==> config.mk <==
export PLATFORM = sky130hd
export DESIGN_NAME = running_mean_stddev_goal
export DESIGN_NICKNAME = d
export VERILOG_FILES = /design/src/rtl/core/rmsg_pkg.sv /design/src/rtl/core/rmsg_divsqrt.sv /design/src/rtl/core/running_mean_stddev_goal.sv
export SDC_FILE = /design/constraint.sdc
export NUM_CORES = 2
export LEC_CHECK = 0
export CORE_AREA = 5 5 305 307
export DETAILED_ROUTE_END_ITERATION = 6
export DIE_AREA = 0 0 310 312
export DONT_BUFFER_PORTS = 1
export MAX_ROUTING_LAYER = met4
export PLACE_DENSITY_LB_ADDON = 0.3
export SLEW_MARGIN = 25
export SYNTH_ARGS = -nofsm -noshare
export SYNTH_HDL_FRONTEND = slang
export SYNTH_SLANG_ARGS = --single-unit
==> constraint.sdc <==
create_clock -name aclk -period 18.6 [get_ports aclk]
set_clock_uncertainty 0.2 [all_clocks]
set_input_delay 5.58 -clock aclk [delete_from_list [all_inputs] [get_ports aclk]]
set_output_delay 5.58 -clock aclk [all_outputs]
set_load 0.05 [all_outputs]
==> src/rtl/core/rmsg_pkg.sv <==
// Shared types and defaults for the running mean and standard deviation block.
`timescale 1ns / 1ps

package rmsg_pkg;

    localparam int COUNT_BITS_DEFAULT  = 16;
    localparam int SAMPLE_BITS_DEFAULT = 16;

    // 5.0 in signed Q8.8
    localparam int MEAN_THRESHOLD_RESET = 1280;

    typedef enum logic [1:0] {
        MODE_START    = 2'd0,
        MODE_SAMPLE   = 2'd1,
        MODE_PREEMPT  = 2'd2,
        MODE_RESERVED = 2'd3
    } item_mode_t;

    typedef enum logic [1:0] {
        STATUS_RUNNING   = 2'd0,
        STATUS_SUCCEEDED = 2'd1,
        STATUS_ABORTED   = 2'd2
    } goal_status_t;

    typedef enum logic {
        OP_DIV  = 1'b0,
        OP_SQRT = 1'b1
    } unit_op_t;

    typedef struct packed {
        logic     start;
        unit_op_t op;
    } unit_cmd_t;

    typedef struct packed {
        logic busy;
        logic done;
    } unit_sts_t;

endpackage

==> src/rtl/core/rmsg_divsqrt.sv <==
// Shared shift and subtract unit: restoring divide and digit-by-digit square root.
`timescale 1ns / 1ps

module rmsg_divsqrt #(
    parameter int COUNT_BITS  = rmsg_pkg::COUNT_BITS_DEFAULT,
    parameter int SAMPLE_BITS = rmsg_pkg::SAMPLE_BITS_DEFAULT
) (
    input  logic                                         aclk,
    input  logic                                         aresetn,
    input  rmsg_pkg::unit_cmd_t                          cmd,
    input  logic [((COUNT_BITS > SAMPLE_BITS) ? COUNT_BITS : SAMPLE_BITS)+1:0] rem_init,
    input  logic [2*SAMPLE_BITS-1:0]                     bits_init,
    input  logic [COUNT_BITS:0]                          divisor,
    input  logic [$clog2(2*SAMPLE_BITS)-1:0]             steps,
    output rmsg_pkg::unit_sts_t                          sts,
    output logic [2*SAMPLE_BITS-1:0]                     q
);

    localparam int W  = ((COUNT_BITS > SAMPLE_BITS) ? COUNT_BITS : SAMPLE_BITS) + 2;
    localparam int BW = 2 * SAMPLE_BITS;
    localparam int CW = $clog2(2 * SAMPLE_BITS);

    logic [W-1:0]          rem_reg,  rem_next;
    logic [BW-1:0]         bits_reg, bits_next;
    logic [BW-1:0]         q_reg,    q_next;
    logic [CW-1:0]         cnt_reg,  cnt_next;
    rmsg_pkg::unit_op_t    op_reg,   op_next;
    logic                  busy_reg, busy_next;
    logic                  done_reg, done_next;

    logic [W-1:0]          cand;
    logic [W-1:0]          trial;
    logic [W:0]            diff;
    logic                  ge;

    // one compare/subtract serves both operations
    always_comb begin
        unique case (op_reg)
            rmsg_pkg::OP_DIV: begin
                cand  = {rem_reg[W-2:0], bits_reg[BW-1]};
                trial = W'(divisor);
            end
            rmsg_pkg::OP_SQRT: begin
                cand  = {rem_reg[W-3:0], bits_reg[BW-1:BW-2]};
                trial = W'({q_reg, 2'b01});
            end
            default: begin
                cand  = '0;
                trial = '0;
            end
        endcase
        diff = {1'b0, cand} - {1'b0, trial};
        ge   = ~diff[W];
    end

    always_comb begin
        rem_next  = rem_reg;
        bits_next = bits_reg;
        q_next    = q_reg;
        cnt_next  = cnt_reg;
        op_next   = op_reg;
        busy_next = busy_reg;
        done_next = 1'b0;
        if (cmd.start) begin
            rem_next  = rem_init;
            bits_next = bits_init;
            q_next    = '0;
            cnt_next  = steps;
            op_next   = cmd.op;
            busy_next = 1'b1;
        end else if (busy_reg) begin
            rem_next  = ge ? diff[W-1:0] : cand;
            bits_next = (op_reg == rmsg_pkg::OP_DIV) ? (bits_reg << 1) : (bits_reg << 2);
            q_next    = {q_reg[BW-2:0], ge};
            cnt_next  = cnt_reg - CW'(1);
            if (cnt_reg == CW'(1)) begin
                busy_next = 1'b0;
                done_next = 1'b1;
            end
        end
    end

    always_ff @(posedge aclk) begin
        if (!aresetn) begin
            busy_reg <= 1'b0;
            done_reg <= 1'b0;
            cnt_reg  <= '0;
            op_reg   <= rmsg_pkg::OP_DIV;
        end else begin
            busy_reg <= busy_next;
            done_reg <= done_next;
            cnt_reg  <= cnt_next;
            op_reg   <= op_next;
        end
    end

    always_ff @(posedge aclk) begin
        rem_reg  <= rem_next;
        bits_reg <= bits_next;
        q_reg    <= q_next;
    end

    assign sts.busy = busy_reg;
    assign sts.done = done_reg;
    assign q        = q_reg;

endmodule

==> src/rtl/core/running_mean_stddev_goal.sv <==
// Top level: running mean and standard deviation over a goal of samples.
// A sample taken while active passes through SQR, ACC, DIV1 (SAMPLE_BITS divide steps for the mean),
// MSQ, DIV2 (2*SAMPLE_BITS-1 divide steps for the mean of squares), DIFF, SQRT (SAMPLE_BITS root steps
// in the shared unit) and FIN. tready stays low until the result enters the output register, which
// waits while that register is full; other items are taken in IDLE. Reset (aresetn low, sync) clears
// goal, count and sums and sets the threshold to 5.0.
`timescale 1ns / 1ps

module running_mean_stddev_goal #(
    parameter int COUNT_BITS  = rmsg_pkg::COUNT_BITS_DEFAULT,
    parameter int SAMPLE_BITS = rmsg_pkg::SAMPLE_BITS_DEFAULT
) (
    input  logic                                           aclk,
    input  logic                                           aresetn,
    input  logic                                           cfg_wr_en,
    input  logic [SAMPLE_BITS-1:0]                         cfg_wr_data,
    input  logic                                           s_axis_tvalid,
    output logic                                           s_axis_tready,
    // sample, goal_samples
    input  logic [((SAMPLE_BITS+COUNT_BITS+7)/8)*8-1:0]    s_axis_tdata,
    // mode
    input  logic [1:0]                                     s_axis_tuser,
    output logic                                           m_axis_tvalid,
    input  logic                                           m_axis_tready,
    // sample_number, sample_echo, mean, std_dev, status
    output logic [((COUNT_BITS+3*SAMPLE_BITS+3+7)/8)*8-1:0] m_axis_tdata
);

    localparam int SB     = SAMPLE_BITS;
    localparam int CB     = COUNT_BITS;
    localparam int OUT_F  = CB + 3 * SB + 3;
    localparam int OUT_W  = ((OUT_F + 7) / 8) * 8;
    localparam int SUM_W  = SB + CB + 1;
    localparam int SQ_W   = (2 * SB + CB - 1 > 64) ? 64 : 2 * SB + CB - 1;
    localparam int UW     = ((CB > SB) ? CB : SB) + 2;
    localparam int CW     = $clog2(2 * SB);

    typedef enum logic [8:0] {
        ST_IDLE = 9'b000000001,
        ST_SQR  = 9'b000000010,
        ST_ACC  = 9'b000000100,
        ST_DIV1 = 9'b000001000,
        ST_MSQ  = 9'b000010000,
        ST_DIV2 = 9'b000100000,
        ST_DIFF = 9'b001000000,
        ST_SQRT = 9'b010000000,
        ST_FIN  = 9'b100000000
    } state_t;

    state_t                state_reg, state_next;
    logic                  active_reg, active_next;
    logic [CB:0]           count_reg, count_next;
    logic [CB-1:0]         goal_reg, goal_next;
    logic signed [SUM_W-1:0] sum_reg, sum_next;
    logic [SQ_W-1:0]       sqsum_reg, sqsum_next;
    logic signed [SB-1:0]  thr_reg;
    logic [SB-1:0]         sample_reg, sample_next;
    logic [SB-1:0]         mag_reg, mag_next;
    logic [SB-1:0]         mean_reg, mean_next;
    logic [SB-1:0]         mmag_reg, mmag_next;
    logic [2*SB-1:0]       prod_reg, prod_next;

    logic                  out_valid_reg, out_valid_next;
    logic [CB:0]           out_count_reg;
    logic [SB-1:0]         out_sample_reg;
    logic [SB-1:0]         out_mean_reg;
    logic [SB-1:0]         out_sd_reg;
    logic [1:0]            out_status_reg;
    logic                  load_out;
    logic [1:0]            status_new;

    logic [1:0]            in_mode;
    logic [SB-1:0]         in_sample;
    logic [CB-1:0]         in_goal;
    logic                  in_xfer;

    logic [SB-1:0]         mul_a;
    logic [SUM_W-1:0]      abs_sum;
    logic [SB-1:0]         q_mag;
    logic [2*SB-1:0]       sq_diff;

    rmsg_pkg::unit_cmd_t   unit_cmd;
    rmsg_pkg::unit_sts_t   unit_sts;
    logic [UW-1:0]         unit_rem;
    logic [2*SB-1:0]       unit_bits;
    logic [CW-1:0]         unit_steps;
    logic [2*SB-1:0]       unit_q;

    assign in_mode   = s_axis_tuser;
    assign in_sample = s_axis_tdata[SB-1:0];
    assign in_goal   = s_axis_tdata[SB+CB-1:SB];
    assign s_axis_tready = (state_reg == ST_IDLE);
    assign in_xfer   = s_axis_tvalid && s_axis_tready;

    rmsg_divsqrt #(
        .COUNT_BITS  (COUNT_BITS),
        .SAMPLE_BITS (SAMPLE_BITS)
    ) u_divsqrt (
        .aclk      (aclk),
        .aresetn   (aresetn),
        .cmd       (unit_cmd),
        .rem_init  (unit_rem),
        .bits_init (unit_bits),
        .divisor   (count_reg),
        .steps     (unit_steps),
        .sts       (unit_sts),
        .q         (unit_q)
    );

    // one squarer, shared by the sample square and the mean square
    assign mul_a     = (state_reg == ST_SQR) ? mag_reg : mmag_reg;
    assign prod_next = ((state_reg == ST_SQR) || (state_reg == ST_MSQ)) ? mul_a * mul_a
                                                                        : prod_reg;

    assign abs_sum = sum_reg[SUM_W-1] ? SUM_W'(-sum_reg) : SUM_W'(sum_reg);
    assign q_mag   = unit_q[SB-1:0];
    assign sq_diff = (unit_q >= prod_reg) ? (unit_q - prod_reg) : (prod_reg - unit_q);

    // issue unit commands
    always_comb begin
        unit_cmd.start = 1'b0;
        unit_cmd.op    = rmsg_pkg::OP_DIV;
        unit_rem       = '0;
        unit_bits      = '0;
        unit_steps     = '0;
        if (state_reg == ST_ACC) begin
            unit_cmd.start = 1'b1;
            unit_rem       = UW'(abs_sum[SB+CB-1:SB]);
            unit_bits      = {abs_sum[SB-1:0], {SB{1'b0}}};
            unit_steps     = CW'(SB);
        end else if (state_reg == ST_MSQ) begin
            unit_cmd.start = 1'b1;
            unit_rem       = UW'(sqsum_reg[SQ_W-1:2*SB-1]);
            unit_bits      = {sqsum_reg[2*SB-2:0], 1'b0};
            unit_steps     = CW'(2 * SB - 1);
        end else if (state_reg == ST_DIFF) begin
            unit_cmd.start = 1'b1;
            unit_cmd.op    = rmsg_pkg::OP_SQRT;
            unit_bits      = sq_diff;
            unit_steps     = CW'(SB);
        end
    end

    always_comb begin
        if (count_reg > {1'b0, goal_reg}) begin
            status_new = ($signed(mean_reg) >= thr_reg) ? rmsg_pkg::STATUS_SUCCEEDED
                                                        : rmsg_pkg::STATUS_ABORTED;
        end else begin
            status_new = rmsg_pkg::STATUS_RUNNING;
        end
    end

    assign load_out = (state_reg == ST_FIN) && (!out_valid_reg || m_axis_tready);

    always_comb begin
        state_next  = state_reg;
        active_next = active_reg;
        count_next  = count_reg;
        goal_next   = goal_reg;
        sum_next    = sum_reg;
        sqsum_next  = sqsum_reg;
        sample_next = sample_reg;
        mag_next    = mag_reg;
        mean_next   = mean_reg;
        mmag_next   = mmag_reg;
        unique case (state_reg)
            ST_IDLE: begin
                if (in_xfer) begin
                    unique case (in_mode)
                        rmsg_pkg::MODE_START: begin
                            count_next  = '0;
                            sum_next    = '0;
                            sqsum_next  = '0;
                            goal_next   = in_goal;
                            active_next = 1'b1;
                        end
                        rmsg_pkg::MODE_PREEMPT: begin
                            active_next = 1'b0;
                        end
                        rmsg_pkg::MODE_SAMPLE: begin
                            if (active_reg) begin
                                count_next  = count_reg + (CB+1)'(1);
                                sum_next    = sum_reg + {{(CB+1){in_sample[SB-1]}}, in_sample};
                                sample_next = in_sample;
                                mag_next    = in_sample[SB-1] ? -in_sample : in_sample;
                                state_next  = ST_SQR;
                            end
                        end
                        default: begin
                        end
                    endcase
                end
            end
            ST_SQR: begin
                state_next = ST_ACC;
            end
            ST_ACC: begin
                sqsum_next = sqsum_reg + SQ_W'(prod_reg);
                state_next = ST_DIV1;
            end
            ST_DIV1: begin
                if (unit_sts.done) begin
                    mmag_next  = q_mag;
                    mean_next  = sum_reg[SUM_W-1] ? -q_mag : q_mag;
                    state_next = ST_MSQ;
                end
            end
            ST_MSQ: begin
                state_next = ST_DIV2;
            end
            ST_DIV2: begin
                if (unit_sts.done) begin
                    state_next = ST_DIFF;
                end
            end
            ST_DIFF: begin
                state_next = ST_SQRT;
            end
            ST_SQRT: begin
                if (unit_sts.done) begin
                    state_next = ST_FIN;
                end
            end
            ST_FIN: begin
                // hold until the output register is free
                if (load_out) begin
                    if (status_new != rmsg_pkg::STATUS_RUNNING) begin
                        active_next = 1'b0;
                    end
                    state_next = ST_IDLE;
                end
            end
            default: begin
                state_next = ST_IDLE;
            end
        endcase
    end

    always_comb begin
        out_valid_next = out_valid_reg;
        if (m_axis_tready) begin
            out_valid_next = 1'b0;
        end
        if (load_out) begin
            out_valid_next = 1'b1;
        end
    end

    always_ff @(posedge aclk) begin
        if (!aresetn) begin
            state_reg     <= ST_IDLE;
            active_reg    <= 1'b0;
            count_reg     <= '0;
            goal_reg      <= '0;
            sum_reg       <= '0;
            sqsum_reg     <= '0;
            thr_reg       <= SB'(rmsg_pkg::MEAN_THRESHOLD_RESET);
            out_valid_reg <= 1'b0;
        end else begin
            state_reg     <= state_next;
            active_reg    <= active_next;
            count_reg     <= count_next;
            goal_reg      <= goal_next;
            sum_reg       <= sum_next;
            sqsum_reg     <= sqsum_next;
            out_valid_reg <= out_valid_next;
            if (cfg_wr_en) begin
                thr_reg <= cfg_wr_data;
            end
        end
    end

    always_ff @(posedge aclk) begin
        sample_reg <= sample_next;
        mag_reg    <= mag_next;
        mean_reg   <= mean_next;
        mmag_reg   <= mmag_next;
        prod_reg   <= prod_next;
        if (load_out) begin
            out_count_reg  <= count_reg;
            out_sample_reg <= sample_reg;
            out_mean_reg   <= mean_reg;
            out_sd_reg     <= unit_q[SB-1:0];
            out_status_reg <= status_new;
        end
    end

    assign m_axis_tvalid = out_valid_reg;
    assign m_axis_tdata  = OUT_W'({out_status_reg, out_sd_reg, out_mean_reg,
                                   out_sample_reg, out_count_reg});

    // the shared unit only runs while an item is in flight
    assert property (@(posedge aclk) disable iff (!aresetn)
        (state_reg == ST_IDLE) |-> !unit_sts.busy)
        else $error("divide/sqrt unit busy while idle");

    assert property (@(posedge aclk) disable iff (!aresetn)
        unit_sts.done |-> (state_reg == ST_DIV1 || state_reg == ST_DIV2 ||
                           state_reg == ST_SQRT))
        else $error("unit finished outside a wait state");

    assert property (@(posedge aclk) disable iff (!aresetn)
        m_axis_tvalid |-> (out_count_reg != '0))
        else $error("result carries zero sample count");

    assert property (@(posedge aclk) disable iff (!aresetn)
        (load_out && status_new != rmsg_pkg::STATUS_RUNNING) |=> !active_reg)
        else $error("goal finished but block still active");

endmodule
==> flow_summary.yaml <==
synth:
  yosysTopAreaCell: "edfxtp_1"
  synth_edf_count: 209
  synthCells: 3429
  synth_cell_type_count: 80
  synth_ff_type: "edfxtp_1"
  avgSynthCellArea_um2: 9.11
  synth_top_area_share_pct: 20.1
  ys_warn_count: 0
  synth-seq-cells: 389
  syn_area_um2: 31200
  synthArstFlopShare_pct: 0
  ys_seq_area_share_pct: 31.6
  synth_area_leaders: "edfxtp_1 20%, dfxtp_1 12%, ha_1 11%"
cts:
  post_cts.repair.setup_buffers: 0
  clock_sinks: 389
  cts_tree: "yes"
  cts_made_buffers: 43
  htreeDepth: 2
  path_clk_slew_ns: 0.06
  worstSkewPairLatency_ns: 0.58
  cts_resized: 0
  clk_path_buf_depth: 3
  cts_root_buf: "clkbuf_16"
  hold_buffers: 0
power:
  power.total_mw: 1.86
  p_per_area_nw_per_um2: 54.7
  ir_drop_mv: 0.0557
  leakage_nw: 14.4
detailed_routing:
  post_drt_wl_per_cell_um: 19.7
  topRoutingLayerUsed: "met4"
  drt_pre_antenna_iters: 6
  ant_nets: 0
  drt-total-wl_um: 90100
  avgViaCountPerCell: 5.33
  drc_errors: 0
  wl_met3_um: 5010
  num_vias: 24500
  drt_iter0_markers: 1760
  wl_met1_um: 39700
  routed-wl-met2_um: 42600
die:
  coreArea_um2: 89700
  start_util_pct: 34.8
  std_cell_rows: 110
  die_y_um: 312
  die_w_um: 310
  die_area_um2: 96700
  io_pins: 129
timing:
  slew_violations: 0
  worstMarginPinSlew_ns: 0.994
  max_freq_mhz: 108
  maxSlewHeadroom_pct: 33.6
  setup_violations: 0
  whs_ns: 0.213
  setup_tns_ns: 0
  fin_crit_ns: 9.24
  hold_viol_final: 0
  fin_crit_sh_pct: 49.7
  rsz0062_at_grt: "false"
global_routing:
  grt_max_degree: 80
  grt_util_all_layers_pct: 18.7
  grt_pass1_vias: 24200
  grt-ovfl-total: 0
  antenna_found_initial: 3
  grt_pass1_wl_um: 140000
critical_path:
  crit_path_start_kind: "flip-flop"
  required_ns: 18.73
  crit_fanout: 23
  crit_start: "state_reg[5]$_SDFFE_PN0P_"
  cpMostUsedCell: "inv_1"
  path_class: "reg -> reg"
  crit_cells: 31
  r2r_cells: 31
  cpMaxStageDelayCell: "mux2i_1"
  regToRegEndpoint: "prod_reg[31]$_DFFE_PP_"
  critPathCapture: "prod_reg[31]$_DFFE_PP_"
  max_stage_delay_ns: 0.66
  cp_data_arrival_time_ns: 9.37
  critPathTopFamily: "adder cells"
  r2r-start: "state_reg[5]$_SDFFE_PN0P_"
  ff2ff_setup_slack_ns: 9.36
  cp-end-kind: "flip-flop"
  critPathBufInv: 9
worst_hold_path:
  min_path_type: "reg -> reg"
cells_and_area:
  area_growth_pct: 8.84
  n_antenna_cell: 0
  final_common_cell: "inv_1"
  final_cell_mix: "391 x inv_1, 304 x nor2_1, 299 x nand2_1, 280 x ha_1, 240 x a21oi_1"
  largest_register_ffs: 47
  drive_gt1_share_pct: 5.01
  finalNetCount: 3878
  fill_cells: 9105
status:
  status: "finished clean"
placement:
  io_buffers: 0
  gp_routability_congestion: 0.934
  place_hpwl_um: 68900
flow_run:
  max_cap_violations: 0
area by class of cell:
type,instances,area (um^2),area share (%)
Clock buffer,64,1340,3.95
Clock inverter,15,130,0.383
Inverter,399,1500,4.41
Multi-Input combinational cell,2503,19400,57.0
Sequential cell,389,9890,29.1
Tap cell,1176,1470,4.33
Timing Repair Buffer,41,308,0.905
where the power goes:
part	internal [mW]	leakage, nW	switching (mW)
clock network	0.517	0.713	0.372
logic	0.0239	10.3	0.0414
registers	0.902	3.32	0.00384
cells in the mapped netlist (6+ instances only):
cell / number
a211oi_1: 17
a21o_1: 76
a21oi_1: 240
a221o_1: 8
a221oi_1: 18
a22oi_1: 37
a31oi_1: 28
and2_1: 12
and3_1: 30
and4_1: 6
buf_1: 16
clkbuf_1: 121
clkinv_1: 7
dfxtp_1: 180
edfxtp_1: 209
fa_1: 166
ha_1: 280
inv_1: 392
mux2_2: 30
mux2i_1: 122
nand2_1: 299
nand2b_1: 27
nand3_1: 66
nand4_1: 37
nor2_1: 306
nor2b_1: 31
nor3_1: 30
nor4_1: 9
o211ai_1: 11
o21a_1: 24
o21ai_0: 174
o21bai_1: 23
o221ai_1: 19
o22ai_1: 7
o31a_1: 7
o31ai_1: 25
o41ai_1: 8
or2_2: 11
or3_1: 26
or4_1: 9
xnor2_1: 131
xor2_1: 71
how the worst min path moves through the flow:
stage	start	to	slack, ns	cells past startpoint
after detailed placement	sample_reg[11]$_DFFE_PP_	out_sample_reg[11]$_DFFE_PP_	0.20	0
after global placement	sample_reg[14]$_DFFE_PP_	out_sample_reg[14]$_DFFE_PP_	0.20	0
final	sample_reg[8]$_DFFE_PP_	out_sample_reg[8]$_DFFE_PP_	0.21	0
after CTS	sample_reg[7]$_DFFE_PP_	out_sample_reg[7]$_DFFE_PP_	0.22	0
after global routing	sample_reg[7]$_DFFE_PP_	out_sample_reg[7]$_DFFE_PP_	0.22	0
after floorplan	sample_reg[10]$_DFFE_PP_	out_sample_reg[10]$_DFFE_PP_	0.20	0
routing by layer:
metal	up-vias	global-route usage (%)
li1	11800	-
met1	11900	24.2
met2	660	30.9
met3	136	2.35
met4	0	5.29
met5	-	-
kinds of logic (layout without fill, tap and decap cells):
group	Yosys count	count (layout)	share of synthesized area, %
simple gates	928	928	13.7
compound gates	770	770	15.6
buf+inv	541	519	6.56
fa+ha+maj	446	446	21.8
flops	389	389	31.6
xor+xnor	202	202	5.66
mux	152	152	4.99
other cells	1	5	0.0120
through the flow:
step	util (%)	std cells	setup slack (ns)	cell area [um^2]
after floorplan	-	3433	9.46	31300
after global placement	36.3	4508	9.55	32500
after detailed placement	36.3	4508	9.42	32500
after CTS	37.9	4587	9.40	34000
after global routing	37.9	4587	8.75	34000
final	37.9	4587	9.36	34000
Note: power is estimated with default switching activity, not from simulation.
